==> src/rtl/core/firdec_pkg.sv <==
// Shared types and constants for the Q31 FIR decimator.
package firdec_pkg;

    localparam int DATA_W       = 32;
    localparam int PROD_W       = 2 * DATA_W;
    localparam int IDX_W        = 6;
    localparam int DECIM_W      = 8;
    localparam int TAPS_W       = 7;
    localparam int APB_AW       = 3;
    localparam int APB_DW       = 32;
    localparam int MAX_TAPS_DEF = 64;
    localparam int DECIM_RST    = 1;
    localparam int TAPS_RST     = 64;

    // request command codes
    typedef enum logic {
        CMD_SAMPLE = 1'b0,
        CMD_COEF   = 1'b1
    } t_cmd;

    // register map, one word per register
    typedef enum logic {
        REG_DECIM = 1'b0,
        REG_TAPS  = 1'b1
    } t_reg;

    typedef enum logic [1:0] {
        ST_IDLE,
        ST_ALIGN,
        ST_SUM,
        ST_OUT
    } t_state;

    // per-cycle controls broadcast to every tap cell
    typedef struct packed {
        logic shift;    // new sample enters the delay chain
        logic rotate;   // coefficient ring advances one cell
        logic capture;  // cells latch their masked products
        logic coef_we;  // coefficient write request
    } t_cell_ctl;

endpackage

==> src/rtl/core/firdec_cell.sv <==
// One tap cell: delay stage, coefficient ring stage, multiplier and partial-sum stage.
module firdec_cell #(
    parameter int TAP_IDX = 0,
    parameter int CNT_W   = 7
) (
    input  logic                                i_clk,
    input  logic                                i_rst_n,
    input  firdec_pkg::t_cell_ctl               i_ctl,
    input  logic [CNT_W-1:0]                    i_win_start,
    input  logic [firdec_pkg::IDX_W-1:0]        i_wr_idx,
    input  logic [firdec_pkg::DATA_W-1:0]       i_wr_coef,
    input  logic [firdec_pkg::DATA_W-1:0]       i_x,
    output logic [firdec_pkg::DATA_W-1:0]       o_x,
    input  logic [firdec_pkg::DATA_W-1:0]       i_c,
    output logic [firdec_pkg::DATA_W-1:0]       o_c,
    input  logic [firdec_pkg::DATA_W-1:0]       i_psum,
    output logic [firdec_pkg::DATA_W-1:0]       o_psum
);

    localparam logic ADDRESSABLE = (TAP_IDX < (1 << firdec_pkg::IDX_W));
    localparam int   WR_SLOT     = TAP_IDX % (1 << firdec_pkg::IDX_W);

    logic [firdec_pkg::DATA_W-1:0]        r_x;
    logic [firdec_pkg::DATA_W-1:0]        r_c;
    logic [firdec_pkg::DATA_W-1:0]        r_prod;
    logic [firdec_pkg::DATA_W-1:0]        r_psum;
    logic signed [firdec_pkg::PROD_W-1:0] w_prod;
    logic                                 w_in_win;
    logic                                 w_wr_hit;

    // full signed product, high word kept (truncating Q31 multiply)
    assign w_prod   = $signed(r_x) * $signed(r_c);
    assign w_in_win = (i_win_start <= CNT_W'(TAP_IDX));
    assign w_wr_hit = ADDRESSABLE && (i_wr_idx == firdec_pkg::IDX_W'(WR_SLOT));

    // delay stage: samples move toward cell 0
    always_ff @(posedge i_clk) begin
        if (!i_rst_n) begin
            r_x <= '0;
        end else if (i_ctl.shift) begin
            r_x <= i_x;
        end
    end

    // coefficient ring stage
    always_ff @(posedge i_clk) begin
        if (!i_rst_n) begin
            r_c <= '0;
        end else if (i_ctl.coef_we && w_wr_hit) begin
            r_c <= i_wr_coef;
        end else if (i_ctl.rotate) begin
            r_c <= i_c;
        end
    end

    // product latch, zero outside the active window
    always_ff @(posedge i_clk) begin
        if (i_ctl.capture) begin
            r_prod <= w_in_win ? w_prod[firdec_pkg::PROD_W-1 -: firdec_pkg::DATA_W] : '0;
        end
    end

    // partial sum flows one cell per cycle, wrapping
    always_ff @(posedge i_clk) begin
        r_psum <= i_psum + r_prod;
    end

    assign o_x    = r_x;
    assign o_c    = r_c;
    assign o_psum = r_psum;

endmodule

==> config.mk <==
export PLATFORM = sky130hd
export DESIGN_NAME = firdec_cell
export DESIGN_NICKNAME = d
export VERILOG_FILES = /design/src/rtl/core/firdec_pkg.sv /design/src/rtl/core/firdec_cell.sv
export SDC_FILE = /design/constraint.sdc
export NUM_CORES = 2
export LEC_CHECK = 0
export BUFFER_PORTS_ARGS = -buffer_cell sky130_fd_sc_hd__buf_2
export CAP_MARGIN = 30
export CORE_UTILIZATION = 27
export CTS_CLUSTER_SIZE = 24
export DETAILED_ROUTE_END_ITERATION = 10
export GPL_ROUTABILITY_DRIVEN = 0
export SYNTH_ARGS = -nofsm -noshare
export SYNTH_HDL_FRONTEND = slang
export SYNTH_SLANG_ARGS = --single-unit
==> constraint.sdc <==
create_clock -name i_clk -period 9.2 [get_ports i_clk]
set_input_delay 0.92 -clock i_clk [delete_from_list [all_inputs] [get_ports i_clk]]
set_output_delay 0.92 -clock i_clk [all_outputs]
set_load 0.01 [all_outputs]
==> out/metrics.cfg <==
[status]
status = complete, no violations

[critical_path]
crit_path_top_delay_cell = dfxtp_1
cp_data_required_time_ps = 9520
max_stage_delay_ps = 860
cp_cell_sequence = buf_4 -> and2_1 -> fa_1 -> inv_1 -> fa_1 -> fa_1 -> fa_1 -> inv_1 -> fa_1 -> fa_1 -> fa_1 -> fa_1 -> ha_1 -> a21o_1 -> a311o_1 -> a211o_1 -> a31oi_1 -> nor3_2 -> buf_4 -> a221o_1 -> a21oi_1 -> nand3_1 -> a31oi_1
cp_common_cell = fa_1
cp.arrival_ps = 9050
startpoint_type = flop
path_class = reg -> reg
end_kind = flop
path_max_fanout = 17

[floorplanning]
die_x_um = 392
ios = 243
fp.dieH_um = 392
core_area_sq_um = 150000
dieArea_sq_um = 153000
rows = 142
start_util = 0.273

[synthesis]
ys_warn_count = 0
syn_area_per_cell_sq_um = 9.64
synth-async-reset-ratio = 0
synth.largest_area_cell = fa_1
synth.area.top_cells = fa_1 (53%), inv_1 (8.8%), and2_1 (7.7%)
synth.top_cell.area_share = 0.529
synth-edff-count = 32
ys_ff_latch = 128
syn_inst = 4248
synth_most_common_cell = fa_1
synth_fp_nets = 5688
synth.cell_area_sq_um = 41000
yosys-top-cells-count = fa_1 (1082), inv_1 (962), nand2_1 (562)
synth_ff_type = dfxtp_1
ys_types = 67
ys_seq_area_frac = 0.0704

[global_routing]
grt_pass1_vias = 32900
track_usage = 0.168
grt_first_pass_wirelength_um = 195000
antenna_found_initial = 5
grt_max_degree = 65
grt.overflow.total = 0

[detailed_routing]
drc = 0
postRouteAntennaNets = 0
drt_iter0_markers = 1680
routed_wl_um = 122000
dr.pass1.iters = 5
routedWlPerCell_um = 19.0
via_per_inst = 4.52
vias = 29200

[sta]
rsz0062_at_grt = no
fin_crit_ps = 8730
setup-tns-final_ps = 0
final-setup-viol-count = 0
worst_pin_slew_ps = 1030
max_freq_mhz = 115
hold_viol = 0
clock_skew_ps = 38.5
period_share = 0.949
slew-limit-headroom = 0.315
holdWs_ps = 529
final-max-slew-violation-count = 0

[layout]
final_cells = 6453
drive_gt1_frac = 0.0965
nNetsFinal = 5861
areaGrowthSynthToFinish_pct = 11.5
final_cell_area_sq_um = 45700
fillers = 15800

[pwr]
worst_ir_drop_vdd_v = 0.000161
finalPower_mw = 5.50
p_leak_nw = 22.7
p_per_area_nw_per_um2 = 120

[clocking]
cts.sinks = 128
insertion_delay_ps = 540
cts_resized = 0
cts_tree = yes
root_buffer = clkbuf_16
cts_buffers = 17
post_cts_buffers = 0
clk_pin_slew_ps = 60
cts_max_level = 4
clockBufferDepth = 2
cts-hold-fix-buffers = 0

[min_path]
hold_class = reg -> reg

[placement]
dp_cells = 6416
dp_hpwl_um = 102000
portBuffers = 242
placed_cell_area_sq_um = 45000

[run]
maxCapViolCount = 0

-- routing by layer --
metal,wire length [um],up-vias,global-route usage
met5,0,-,0
met4,4040,0,0.0575
met3,6210,190,0.0227
met2,62900,882,0.302
met1,49100,15400,0.204
li1,-,12800,-
-- cells in the final DEF, fill, tap and decap left out, types with 16 or more instances in the layout --
cell          n
fa_1       1082
inv_1       962
nand2_1     561
and2_1      506
buf_2       242
ha_1        211
buf_4       114
dfxtp_1      88
nor2_1       75
mux2i_1      63
a21oi_1      60
xnor2_1      45
nor2b_1      38
a21o_1       34
o211a_1      32
edfxtp_1     32
o21ai_0      30
xor2_1       23
nand2b_1     17
clkbuf_16    17
nand3_1      16
-- metrics by stage --
stage          utilization  setup slack, ps
2_1_floorplan            -             1080
3_3_place_gp         0.299              417
3_5_place_dp         0.300              324
4_1_cts              0.304              268
5_1_grt              0.304              106
6_report             0.304              471
-- worst max-delay path: cells and delay by family, from the launching register on --
kind            cells  cell delay (ps)
compound gates      7             2350
simple gates        3              400
fa+ha+maj           9             4170
flops               1              860
buf+inv             4              750
-- flip-flops by register name, indices dropped and copies added (netlist names) --
| signal | flops |
|---|---|
| r_prod | 32 |
| o_x | 32 |
| o_psum | 32 |
| o_c | 32 |
-- cell families (layout without fill, tap and decap cells) --
kind of cell	Yosys count	after routing	synth area share
adders and majority gates	1293	1293	0.593
DFF	128	128	0.0704
AOI/OAI and AO/OA	242	242	0.0425
buffers and inverters	1178	1364	0.108
and+or+nand+nor	1276	1276	0.156
muxes	63	63	0.0154
other	0	3	0
xor gates and xnor gates	68	68	0.0145
-- worst paths after layout --
check             startpoint          to  slack (ps)  depth (start not counted)
setup / recovery     o_x[12]  r_prod[14]         470                         23
hold / removal       o_x[20]     o_x[20]         530                          2
setup reg to reg     o_x[12]  r_prod[14]         470                         23
hold reg to reg      o_x[20]     o_x[20]         530                          2
-- area by class of cell --
type	instances	area [sq um]	area share
Multi-Input combinational cell	2942	33700	0.737
Inverter	962	3610	0.0791
Sequential cell	128	2890	0.0633
Tap cell	2016	2520	0.0552
Timing Repair Buffer	370	2360	0.0517
Clock buffer	18	429	0.00940
Clock inverter	14	176	0.00386
Antenna cell	3	7.51	0.000164
-- where the power goes --
group | leakage [nW] | switching, mW | internal, mW
clock | 0.297 | 0.350 | 0.430
combinational | 21.2 | 2.36 | 1.64
sequential | 1.13 | 0.0881 | 0.629
total | 22.7 | 2.80 | 2.70
Power figures use the tool's default switching activity.
