===== src/rtl/core/firdec_pkg.sv =====
// Shared types and constants for the Q31 FIR decimator.
package firdec_pkg;

    localparam int DATA_W       = 32;
    localparam int PROD_W       = 2 * DATA_W;
    localparam int IDX_W        = 6;
    localparam int DECIM_W      = 8;
    localparam int TAPS_W       = 7;
    localparam int APB_AW       = 3;
    localparam int APB_DW       = 32;
    localparam int MAX_TAPS_DEF = 64;
    localparam int DECIM_RST    = 1;
    localparam int TAPS_RST     = 64;

    // request command codes
    typedef enum logic {
        CMD_SAMPLE = 1'b0,
        CMD_COEF   = 1'b1
    } t_cmd;

    // register map, one word per register
    typedef enum logic {
        REG_DECIM = 1'b0,
        REG_TAPS  = 1'b1
    } t_reg;

    typedef enum logic [1:0] {
        ST_IDLE,
        ST_ALIGN,
        ST_SUM,
        ST_OUT
    } t_state;

    // per-cycle controls broadcast to every tap cell
    typedef struct packed {
        logic shift;    // new sample enters the delay chain
        logic rotate;   // coefficient ring advances one cell
        logic capture;  // cells latch their masked products
        logic coef_we;  // coefficient write request
    } t_cell_ctl;

endpackage


===== src/rtl/core/firdec_ctrl.sv =====
// Sequencer: config registers, decimation phase, compute sequencing and output register.
module firdec_ctrl #(
    parameter int MAX_TAPS = firdec_pkg::MAX_TAPS_DEF,
    parameter int CNT_W    = $clog2(MAX_TAPS + 1)
) (
    input  logic                              i_clk,
    input  logic                              i_rst_n,
    input  logic                              psel,
    input  logic                              penable,
    input  logic                              pwrite,
    input  logic [firdec_pkg::APB_AW-1:0]     paddr,
    input  logic [firdec_pkg::APB_DW-1:0]     pwdata,
    output logic [firdec_pkg::APB_DW-1:0]     prdata,
    output logic                              pready,
    input  logic                              i_in_valid,
    output logic                              o_in_ready,
    input  logic                              i_command,
    output firdec_pkg::t_cell_ctl             o_ctl,
    output logic [CNT_W-1:0]                  o_win_start,
    input  logic [firdec_pkg::DATA_W-1:0]     i_sum,
    output logic                              o_out_valid,
    input  logic                              i_out_ready,
    output logic [firdec_pkg::DATA_W-1:0]     o_filtered_out
);

    localparam int IDX_W = (MAX_TAPS > 1) ? $clog2(MAX_TAPS) : 1;
    localparam int CMP_W = (CNT_W > firdec_pkg::TAPS_W) ? CNT_W : firdec_pkg::TAPS_W;

    firdec_pkg::t_state                r_state;
    firdec_pkg::t_state                n_state;
    logic [CNT_W-1:0]                  r_rot;
    logic [CNT_W-1:0]                  n_rot;
    logic [IDX_W-1:0]                  r_cnt;
    logic [IDX_W-1:0]                  n_cnt;
    logic [firdec_pkg::DECIM_W-1:0]    r_decim;
    logic [firdec_pkg::TAPS_W-1:0]     r_taps;
    logic [firdec_pkg::DECIM_W-1:0]    r_phase;
    logic                              r_out_valid;
    logic [firdec_pkg::DATA_W-1:0]     r_out;
    firdec_pkg::t_cell_ctl             w_ctl;
    logic                              w_acc;
    logic                              w_cfg_wr;
    logic                              w_out_load;
    logic [firdec_pkg::DECIM_W-1:0]    w_m;
    logic [firdec_pkg::DECIM_W-1:0]    w_ph1;
    logic                              w_fire;
    logic [CMP_W-1:0]                  w_taps_ext;
    logic [CMP_W-1:0]                  w_taps_eff;

    assign pready     = 1'b1;
    assign w_cfg_wr   = psel && penable && pwrite;
    assign o_in_ready = (r_state == firdec_pkg::ST_IDLE);
    assign w_acc      = i_in_valid && o_in_ready;

    // config registers
    always_ff @(posedge i_clk) begin
        if (!i_rst_n) begin
            r_decim <= firdec_pkg::DECIM_W'(firdec_pkg::DECIM_RST);
            r_taps  <= firdec_pkg::TAPS_W'(firdec_pkg::TAPS_RST);
        end else if (w_cfg_wr) begin
            case (firdec_pkg::t_reg'(paddr[2]))
                firdec_pkg::REG_DECIM: r_decim <= pwdata[firdec_pkg::DECIM_W-1:0];
                firdec_pkg::REG_TAPS:  r_taps  <= pwdata[firdec_pkg::TAPS_W-1:0];
                default: ;
            endcase
        end
    end

    // register readback
    always_comb begin
        case (firdec_pkg::t_reg'(paddr[2]))
            firdec_pkg::REG_DECIM: prdata = firdec_pkg::APB_DW'(r_decim);
            firdec_pkg::REG_TAPS:  prdata = firdec_pkg::APB_DW'(r_taps);
            default:               prdata = '0;
        endcase
    end

    // window start: cells below it lie outside the active taps
    assign w_taps_ext  = CMP_W'(r_taps);
    assign w_taps_eff  = (w_taps_ext > CMP_W'(MAX_TAPS)) ? CMP_W'(MAX_TAPS) : w_taps_ext;
    assign o_win_start = CNT_W'(CMP_W'(MAX_TAPS) - w_taps_eff);

    // decimation phase; ratio 0 acts as 1
    assign w_m    = (r_decim == '0) ? firdec_pkg::DECIM_W'(1) : r_decim;
    assign w_ph1  = r_phase + 1'b1;
    assign w_fire = (w_ph1 == '0) || (w_ph1 >= w_m);

    always_ff @(posedge i_clk) begin
        if (!i_rst_n) begin
            r_phase <= '0;
        end else if (w_ctl.shift) begin
            r_phase <= w_fire ? '0 : w_ph1;
        end
    end

    // state and counters
    always_ff @(posedge i_clk) begin
        if (!i_rst_n) begin
            r_state <= firdec_pkg::ST_IDLE;
            r_rot   <= '0;
            r_cnt   <= '0;
        end else begin
            r_state <= n_state;
            r_rot   <= n_rot;
            r_cnt   <= n_cnt;
        end
    end

    // next state and cell controls
    always_comb begin
        n_state    = r_state;
        n_rot      = r_rot;
        n_cnt      = r_cnt;
        w_ctl      = '0;
        w_out_load = 1'b0;
        case (r_state)
            firdec_pkg::ST_IDLE: begin
                w_ctl.shift   = w_acc && (i_command == firdec_pkg::CMD_SAMPLE);
                w_ctl.coef_we = w_acc && (i_command == firdec_pkg::CMD_COEF);
                if (w_ctl.shift && w_fire) begin
                    n_state = firdec_pkg::ST_ALIGN;
                    n_rot   = '0;
                end
            end
            // rotate coefficients until slot 0 sits on the oldest window sample
            firdec_pkg::ST_ALIGN: begin
                if (r_rot == o_win_start) begin
                    w_ctl.capture = 1'b1;
                    n_cnt         = '0;
                    n_state       = firdec_pkg::ST_SUM;
                end else begin
                    w_ctl.rotate = 1'b1;
                    n_rot        = r_rot + 1'b1;
                end
            end
            // partial sum ripples up the chain; ring finishes its full turn
            firdec_pkg::ST_SUM: begin
                if (r_rot != CNT_W'(MAX_TAPS)) begin
                    w_ctl.rotate = 1'b1;
                    n_rot        = r_rot + 1'b1;
                end
                n_cnt = r_cnt + 1'b1;
                if (r_cnt == IDX_W'(MAX_TAPS - 1)) begin
                    n_state = firdec_pkg::ST_OUT;
                end
            end
            firdec_pkg::ST_OUT: begin
                if (!r_out_valid || i_out_ready) begin
                    w_out_load = 1'b1;
                    n_state    = firdec_pkg::ST_IDLE;
                end
            end
            default: n_state = firdec_pkg::ST_IDLE;
        endcase
    end

    // output register
    always_ff @(posedge i_clk) begin
        if (!i_rst_n) begin
            r_out_valid <= 1'b0;
        end else if (w_out_load) begin
            r_out_valid <= 1'b1;
        end else if (i_out_ready) begin
            r_out_valid <= 1'b0;
        end
    end

    always_ff @(posedge i_clk) begin
        if (w_out_load) begin
            r_out <= {i_sum[firdec_pkg::DATA_W-2:0], 1'b0};
        end
    end

    assign o_ctl          = w_ctl;
    assign o_out_valid    = r_out_valid;
    assign o_filtered_out = r_out;

endmodule


===== config.mk =====
export PLATFORM = sky130hd
export DESIGN_NAME = firdec_ctrl
export DESIGN_NICKNAME = d
export VERILOG_FILES = /design/src/rtl/core/firdec_pkg.sv /design/src/rtl/core/firdec_ctrl.sv
export SDC_FILE = /design/constraint.sdc
export NUM_CORES = 1
export LEC_CHECK = 0
export BUFFER_PORTS_ARGS = -buffer_cell sky130_fd_sc_hd__buf_2
export CELL_PAD_IN_SITES_DETAIL_PLACEMENT = 1
export CELL_PAD_IN_SITES_GLOBAL_PLACEMENT = 1
export CORE_MARGIN = 1.5
export CORE_UTILIZATION = 32
export DETAILED_ROUTE_END_ITERATION = 8
export PLACE_DENSITY = 0.85
export SETUP_SLACK_MARGIN = 0.05
export SYNTH_ARGS = -nofsm -noshare
export SYNTH_HDL_FRONTEND = slang
export SYNTH_SLANG_ARGS = --single-unit

===== constraint.sdc =====
create_clock -name i_clk -period 3.3 [get_ports i_clk]
set_input_delay 0.99 -clock i_clk [delete_from_list [all_inputs] [get_ports i_clk]]
set_output_delay 0.99 -clock i_clk [all_outputs]
set_load 0.05 [all_outputs]

==> reports/results.ini, run 1 <==
[critical_path]
arrival_ns=2.58
cp_top_family=simple AND/OR/NAND/NOR gates
cpMostUsedCell=nor2_4
timing.rr.end=r_rot[4]
path_buf_inv=1
crit_start=r_taps[6]
cp-start-kind=register
cp_max_fo=3
r2r-start=r_phase[0]
cp_slowest_stage_delay_ns=0.39
path_cells=nand2b_4, ha_4, or3b_4, a311oi_4, xnor2_1, nand4_2, o21a_1, nor2_4, nor2_4, buf_8
rr_worst_depth=12
criticalPathCategory=reg -> out
path_depth=10
rrSetupSlack_ns=0.22
critPathCaptureType=output port
crit_path_top_delay_cell=or3b_4
cp.required_ns=2.31

[sta]
fmax_mhz=280
slew_violations=0
slew_headroom=0.642
worst_slack_ns=-0.265
hold-worst-slack_ns=0.475
fin_skew_ns=0.00357
fin_crit_ns=3.57
tightest_slew_ns=0.533
hold_viol_final=0
setup_viol=2
finalCritPeriodShare=1.08
rsz0062_at_grt=yes

[cells_and_area]
nets=597
post-route-util=0.416
fillers=1347
layout_common_cells=buf_2, nand2_1, dfxtp_1
mostFrequentLayoutCell=buf_2
num_antenna_cells=0
area_delta_synth_final_pct=27.1
final_cell_count_no_fill=653
stdcell_area_sq_mm=0.00473
drive_gt1_frac=0.316

[min_path]
min_from=r_decim[1]
holdPathStages=2
hold_end=r_decim[1]
hold_path_class=reg -> reg

[detailed_routing]
post-route-drc-count=0
drt_pass1_iterations=4
dr.first_iter.drc_count=116
routed_wl_mm=10.0
drtAntennaViolNets=0
vias=3265
wire_per_inst_microns=15.3
viasPerCell=5.00

[place]
placed_area_sq_mm=0.00436
globalplace.congestion=0.816
port_buffers=99
dp.cells=631
dpl.hpwl_mm=7.39

[die]
rows=39
die_w_microns=111
dieArea_sq_mm=0.0123
die_h_microns=111
ios=153
core_sq_mm=0.0114
initial_core_util=0.328

[power]
switchingPower_mw=0.910
p_total_mw=2.57
p_seq_frac=0.381
clockPowerShare=0.338
leakagePower_nw=2.01
powerDensity_mw_per_mm2=544
netSwitchingFraction=0.354
irDropWorstVdd_mv=0.293
p_int_mw=1.66
combPwrFrac=0.282

[synthesis]
seq_area_frac_synth=0.460
ys_warn_count=0
synth-edff-count=31
synth_top_area_frac=0.250
synthTopCellsByArea=edfxtp_1, dfxtp_1, nand2_1
synth.distinct_cells=57
ys_ff_latch=70
yosys.area.top_type=edfxtp_1
synth_cells=394
async_reset_ff_frac=0
synthesis.area_sq_mm=0.00372
ys.flop_type=dfxtp_1
synth_area_per_cell_sq_um=9.45

[clocking]
cts.sinks=70
clk_path_buf_depth=2
cts_root_buffer=clkbuf_16
hold_buffers=0
cts_tree=done
path_clk_slew_ns=0.06
clk_latency_ns=0.34
cts_max_level=3
cts_buffers=9

[global_routing]
grt_usage=0.166
overflow=0
grt_start_max_net_pins=32
grt_pass1_wl_mm=16.4
antenna_found_initial=0
grt_pass1_vias=3275

[status]
violations=setup timing
status=finished, violations left

[flow_run]
cap_viol_max_count=0

[sequential cells by signal (all words and copies together) (netlist names)]
name	count
r_phase	8
r_state	2
r_rot	7
r_taps	7
o_out_valid	1
r_decim	8
o_filtered_out	31
r_cnt	6
[worst register-to-register path, cell delays in order (launching register included)]
cell and delay (ns):
dfxtp_1 0.49, ha_1 0.22, nand3_1 0.16, nor2_1 0.19
xor2_1 0.11, ha_1 0.29, nand2_1 0.06, nor3_1 0.20
a21oi_1 0.15, o221ai_1 0.36, o311a_4 0.37, o21ai_0 0.11
a32o_1 0.27
[cell families after synthesis]
kind of cell	synth area share
AND/OR/NAND/NOR	0.213
adder cells (fa/ha/maj)	0.0571
multiplexers	0.0141
buffers and inverters	0.0978
other	0.00202
AO/OA/AOI/OAI	0.124
XOR/XNOR	0.0319
flip-flops	0.460
[per-stage QoR]
step,worst slack [ns],setup TNS [ns]
floorplan,-0.569,-1.01
global placement,0.0671,0
detailed placement,0.00742,0
CTS,-0.304,-0.545
global route,-0.370,-0.683
finish,-0.265,-0.459
[Yosys cell counts (3+ instances only)]
library cell  count
nor2_1           26
ha_1             17
nor4b_1           3
dfxtp_1          39
buf_4            26
edfxtp_1         31
nand4b_1          5
a32o_1            5
mux2i_1           3
a21oi_1          23
o21ai_0          18
xor2_1            5
o221ai_1          3
nand4_1           7
clkbuf_1         11
inv_1            16
nand3_1          14
nor4_1            5
and3_1            7
nor2b_1           7
nand2_1          62
xnor2_1           6
nor3_1            6
nand2b_1          4
buf_6             5
[layer usage]
layer  wire length [microns]  vias up  global-route usage
met5                       0        -                   0
met4                     175        0              0.0752
met3                     600       11              0.0421
met2                    4860      121               0.274
met1                    4380     1568               0.206
li1                        -     1565                   -
[what timing repair did]
item,CTS,global route
buffers inserted,3,3
pin swaps,7,6
hold endpoints to repair,0,0
setup endpoints to repair,2,6
gates resized for setup,10,5
[cell type report]
cell class / instances / area [sq um] / share of cell area
clock buffer: 10 / 229 / 0.0484
tap: 143 / 179 / 0.0378
clock inverter: 6 / 38.8 / 0.00819
inverter: 17 / 63.8 / 0.0135
sequential: 70 / 1710 / 0.362
multi-input combinational: 287 / 1830 / 0.387
timing repair buffer: 120 / 676 / 0.143
[how the worst max path moves through the flow]
stage | to | slack [ns]
CTS | o_ctl[2] | -0.30
floorplan | o_ctl[2] | -0.57
global route | o_ctl[2] | -0.37
finish | o_ctl[2] | -0.27
detailed placement | o_ctl[2] | 0.007
global placement | o_ctl[2] | 0.07
[power by group through the flow]
stage	clock (mW)	sequential (mW)	combinational [mW]
after CTS	0.900	0.980	0.710
after global routing	0.938	0.985	0.779
after detailed placement	0	0.999	0.695
final	0.869	0.980	0.725
after global placement	0	0.994	0.668
after floorplan	0	1.05	0.506
(Power assumes the default switching activity.)
==> run 2, diff against run 1 <==
- CELL_PAD_IN_SITES_DETAIL_PLACEMENT: 1 -> 0
- clock period: 3.3 -> 3.1 ns (I/O delays scaled with it)
==> reports/results.ini, run 2 (synthesis results as in run 1) <==
[status]
status=finished, violations left  ; unchanged
violations=setup timing  ; unchanged

[critical_path]
critPathCaptureType=output port  ; unchanged
path_cells=nand2b_4, ha_4, or3b_4, a311oi_4, xnor2_1, nand4_2, o21a_1, nor2_4, nor2_4, buf_6  ; was nand2b_4, ha_4, or3b_4, a311oi_4, xnor2_1, nand4_2, o21a_1, nor2_4, nor2_4, buf_8
cp-start-kind=register  ; unchanged
cp_max_fo=3  ; unchanged
path_buf_inv=1  ; unchanged
cpMostUsedCell=nor2_4  ; unchanged
crit_path_top_delay_cell=or3b_4  ; unchanged
cp.required_ns=2.17  ; was 2.31 ns
criticalPathCategory=reg -> out  ; unchanged
arrival_ns=2.54  ; was 2.58 ns
cp_slowest_stage_delay_ns=0.38  ; was 0.39 ns
cp_top_family=simple AND/OR/NAND/NOR gates  ; unchanged

[die]
initial_core_util=0.328  ; unchanged
dieArea_sq_mm=0.0123  ; unchanged
die_h_microns=111  ; unchanged
rows=39  ; unchanged
die_w_microns=111  ; unchanged
core_sq_mm=0.0114  ; unchanged
ios=153  ; unchanged

[detailed_routing]
routed_wl_mm=8.83  ; was 10.0 mm
vias=3179  ; was 3265
wire_per_inst_microns=13.5  ; was 15.3 microns
viasPerCell=4.85  ; was 5.00
drt_pass1_iterations=4  ; unchanged
dr.first_iter.drc_count=125  ; was 116
post-route-drc-count=0  ; unchanged
drtAntennaViolNets=0  ; unchanged

[sta]
tightest_slew_ns=0.563  ; was 0.533 ns
slew_headroom=0.624  ; was 0.642
setup_viol=2  ; unchanged
slew_violations=0  ; unchanged
fin_skew_ns=0.00631  ; was 0.00357 ns
fin_crit_ns=3.47
finalCritPeriodShare=1.12
fmax_mhz=289
hold_viol_final=0  ; unchanged
rsz0062_at_grt=yes  ; unchanged
hold-worst-slack_ns=0.455  ; was 0.475 ns
worst_slack_ns=-0.366  ; was -0.265 ns

[global_routing]
grt_pass1_wl_mm=14.1  ; was 16.4 mm
grt_usage=0.143  ; was 0.166
overflow=0  ; unchanged
antenna_found_initial=0  ; unchanged
grt_start_max_net_pins=32  ; unchanged
grt_pass1_vias=2934  ; was 3275

[clocking]
cts.sinks=70  ; unchanged
cts_buffers=9  ; unchanged
cts_max_level=3  ; unchanged
clk_path_buf_depth=2  ; unchanged
cts_tree=done  ; unchanged
cts_root_buffer=clkbuf_16  ; unchanged
path_clk_slew_ns=0.06  ; about the same
clk_latency_ns=0.33  ; was 0.34 ns

[min_path]
hold_path_class=reg -> reg  ; unchanged

[cells_and_area]
drive_gt1_frac=0.326  ; was 0.316
nets=600  ; was 597
stdcell_area_sq_mm=0.00480  ; was 0.00473 sq mm
largest_reg_flops=31  ; unchanged
area_delta_synth_final_pct=28.8  ; was 27.1%
mostFrequentLayoutCell=buf_2  ; unchanged
num_antenna_cells=0  ; unchanged
layout_common_cells=buf_2, nand2_1, dfxtp_1  ; unchanged
post-route-util=0.422  ; was 0.416

[place]
dpl.hpwl_mm=6.69  ; was 7.39 mm
port_buffers=99  ; unchanged
placed_area_sq_mm=0.00441  ; was 0.00436 sq mm
post-place-ws_ns=-0.0947  ; was 0.00742 ns
globalplace.congestion=0.793  ; was 0.816

[power]
powerDensity_mw_per_mm2=595  ; was 544 mW/mm^2
irDropWorstVdd_mv=0.334  ; was 0.293 mV
p_total_mw=2.85  ; was 2.57 mW
leakagePower_nw=2.04  ; was 2.01 nW

[flow_run]
cap_viol_max_count=0  ; unchanged

[run 2: changes by cell type in the layout (fill, tap and decap cells not counted), sizes merged]
cell,change
bufinv,+1
clkinv,-1
inv,+1
clkbuf,-1
buf,+3
[run 2: final timing paths]
kind	startpoint	endpoint	slack (ns)	cells after the start
max reg2reg	r_phase[1]	r_rot[3]	0.36	12
min reg2reg	r_decim[7]	r_decim[7]	0.46	2
max	r_taps[6]	o_ctl[2]	-0.37	10
min	r_decim[7]	r_decim[7]	0.46	2
[run 2: where the power goes]
part           internal (mW)  switching (mW)  leakage, nW
Sequential              1.01          0.0287        0.595
Clock                  0.624           0.397        0.142
Combinational          0.246           0.546         1.30
[run 2: repair_timing]
item / in CTS / in global routing
hold buffers: 0 / 0
buffers inserted: 1 / 1
pin swaps: 4 / 5
cloned: 0 / 0
endpoints found under the setup margin: 3 / 13
gates resized for setup: 11 / 7
[run 2: area by class of cell]
cell class              instances  area [sq um]
inverters                      17          63.8
repair buffers                123           702
fillers                      1121          6570
well taps                     143           179
clock buffers                   9           225
multi-input cells             287          1840
clock inverters                 7          73.8
flip-flops and latches         70          1720
[run 2: worst reg2reg max path, stage by stage (launching register included)]
cell and delay [ns]:
dfxtp_1 0.43, ha_1 0.20, nand3_1 0.17, nor2_1 0.17, xor2_1 0.11, ha_1 0.28
nand2_1 0.06, nor3_1 0.18, a21oi_1 0.13, o221ai_2 0.23, o311a_4 0.32, o21ai_0 0.11
a32o_1 0.26
[run 2: metrics by stage]
stage                     cells  TNS [ns]
after floorplan             418     -2.35
after global placement      638    -0.103
after detailed placement    638    -0.171
after CTS                   655    -0.776
after global routing        656    -0.877
final                       656    -0.647
[run 2: routing by layer]
layer / global-route usage / part of all wire / vias up / wire length [microns]
met3: 0.0301 / 0.069 / 11 / 608
met1: 0.188 / 0.46 / 1461 / 4030
met2: 0.223 / 0.46 / 135 / 4030
li1: - / - / 1572 / -
met4: 0.0692 / 0.018 / 0 / 155
met5: 0 / 0 / - / 0
==> run 3, diff against run 2 <==
- SETUP_SLACK_MARGIN: 0.05 -> 0.02
==> reports/results.ini, run 3 (synthesis results as in run 1) <==
[place]
placed_area_sq_mm=0.00441  ; unchanged
globalplace.congestion=0.812  ; was 0.793
port_buffers=99  ; unchanged
dpl.hpwl_mm=6.58  ; was 6.69 mm
post-place-ws_ns=-0.119  ; was -0.0947 ns

[sta]
fin_skew_ns=0.00668  ; was 0.00631 ns
slew_violations=0  ; unchanged
hold_viol_final=0  ; unchanged
worst_slack_ns=-0.358  ; was -0.366 ns
fmax_mhz=289  ; about the same
fin_crit_ns=3.46  ; was 3.47 ns
setup_viol=2  ; unchanged
hold-worst-slack_ns=0.459  ; was 0.455 ns
finalCritPeriodShare=1.12  ; about the same
rsz0062_at_grt=yes  ; unchanged

[global_routing]
overflow=0  ; unchanged
grt_start_max_net_pins=32  ; unchanged
grt_usage=0.144  ; was 0.143
antenna_found_initial=0  ; unchanged
grt_pass1_wl_mm=14.2  ; was 14.1 mm
grt_pass1_vias=2918  ; was 2934

[cells_and_area]
drive_gt1_frac=0.329  ; was 0.326
largest_reg_flops=31  ; unchanged
layout_common_cells=buf_2, nand2_1, dfxtp_1  ; unchanged
area_delta_synth_final_pct=29.7  ; was 28.8%
nets=603  ; was 600
mostFrequentLayoutCell=buf_2  ; unchanged
num_antenna_cells=0  ; unchanged
stdcell_area_sq_mm=0.00483  ; was 0.00480 sq mm

[die]
dieArea_sq_mm=0.0123  ; unchanged
die_w_microns=111  ; unchanged
initial_core_util=0.328  ; unchanged
ios=153  ; unchanged
die_h_microns=111  ; unchanged
rows=39  ; unchanged
core_sq_mm=0.0114  ; unchanged

[clocking]
cts_max_level=3  ; unchanged
hold_buffers=0  ; unchanged
path_clk_slew_ns=0.06  ; about the same
cts_tree=done  ; unchanged
cts_root_buffer=clkbuf_16  ; unchanged
clk_latency_ns=0.33  ; about the same
cts.sinks=70  ; unchanged
clk_path_buf_depth=2  ; unchanged
cts_buffers=9  ; unchanged

[critical_path]
cp.required_ns=2.17  ; about the same
rr_worst_depth=14  ; was 12
arrival_ns=2.53  ; was 2.54 ns
r2r-start=r_taps[0]  ; was r_phase[1]
cp-start-kind=register  ; unchanged
timing.rr.end=r_cnt[2]  ; was r_rot[3]
cp_max_fo=2  ; was 3
critPathCaptureType=output port  ; unchanged
rrSetupSlack_ns=0.07  ; was 0.36 ns
criticalPathCategory=reg -> out  ; unchanged

[min_path]
holdPathStages=2  ; unchanged
hold_path_class=reg -> reg  ; unchanged
hold_end=r_decim[2]  ; was r_decim[7]
min_from=r_decim[2]  ; was r_decim[7]

[flow_run]
cap_viol_max_count=0  ; unchanged

[status]
violations=setup timing  ; unchanged
status=finished, violations left  ; unchanged

[detailed_routing]
post-route-drc-count=0  ; unchanged
dr.first_iter.drc_count=105  ; was 125
drt_pass1_iterations=4  ; unchanged
wire_per_inst_microns=13.1  ; was 13.5 microns
drtAntennaViolNets=0  ; unchanged
vias=3173  ; was 3179
routed_wl_mm=8.66  ; was 8.83 mm
viasPerCell=4.81  ; was 4.85

[power]
leakagePower_nw=2.06  ; was 2.04 nW
powerDensity_mw_per_mm2=604  ; was 595 mW/mm^2
irDropWorstVdd_mv=0.374  ; was 0.334 mV

-- run 3: how the worst max path moves through the flow --
| stage | startpoint | cells after the start | endpoint |
|---|---|---|---|
| 6_report | r_taps[0] | 11 | o_ctl[2] |
| 5_1_grt | r_taps[0] | 12 | o_ctl[2] |
| 4_1_cts | r_taps[0] | 11 | o_ctl[2] |
| 3_5_place_dp | r_taps[6] | 11 | o_ctl[2] |
| 3_3_place_gp | r_taps[0] | 12 | o_ctl[2] |
| 2_1_floorplan | r_taps[6] | 13 | o_ctl[2] |
-- run 3: repair_timing --
action / 4_1_cts / 5_1_grt
hold endpoints to repair: 0 / 0
buffers inserted: 2 / 3
gates resized for setup: 8 / 7
pin swaps: 4 / 8
setup endpoints to repair: 2 / 3
-- run 3: layout make-up --
cell class	instances	area, sq um
clock buffers	9	225
clock inverters	7	97.6
fillers	1111	6540
inverters	17	63.8
multi-input cells	287	1830
flip-flops and latches	70	1720
well taps	143	179
repair buffers	126	717
-- run 3: critical path, stage by stage (launching register included) --
cell and delay [ns]:
dfxtp_2 0.32, nor2b_4 0.12, inv_2 0.06, ha_4 0.13, or3b_4 0.38, a311oi_4 0.30, xnor2_1 0.17, nand4_2 0.14
o21a_1 0.25, nor2_4 0.13, nor2_4 0.05, buf_6 0.15
-- run 3: per-layer routing --
layer  vias to the layer above  GRT usage  wire, microns
met2                       126      0.220           3860
met1                      1456      0.190           3990
met5                         -          0              0
met3                        12     0.0366            626
li1                       1579          -              -
met4                         0     0.0684            176
-- run 3: power breakdown --
group	switching (mW)	total [mW]	internal (mW)
Sequential	0.0288	1.04	1.01
Clock	0.389	1.09	0.705
Combinational	0.539	0.780	0.240
-- run 3: through the flow --
| stage | utilization | total power, mW | cells | TNS [ns] |
|---|---|---|---|---|
| after floorplan | - | 1.66 | 418 | -2.35 |
| after global placement | 0.388 | 1.80 | 638 | -0.0915 |
| after detailed placement | 0.388 | 1.82 | 638 | -0.227 |
| after CTS | 0.420 | 2.95 | 656 | -0.782 |
| after global routing | 0.425 | 3.07 | 659 | -0.941 |
| final | 0.425 | 2.91 | 659 | -0.633 |
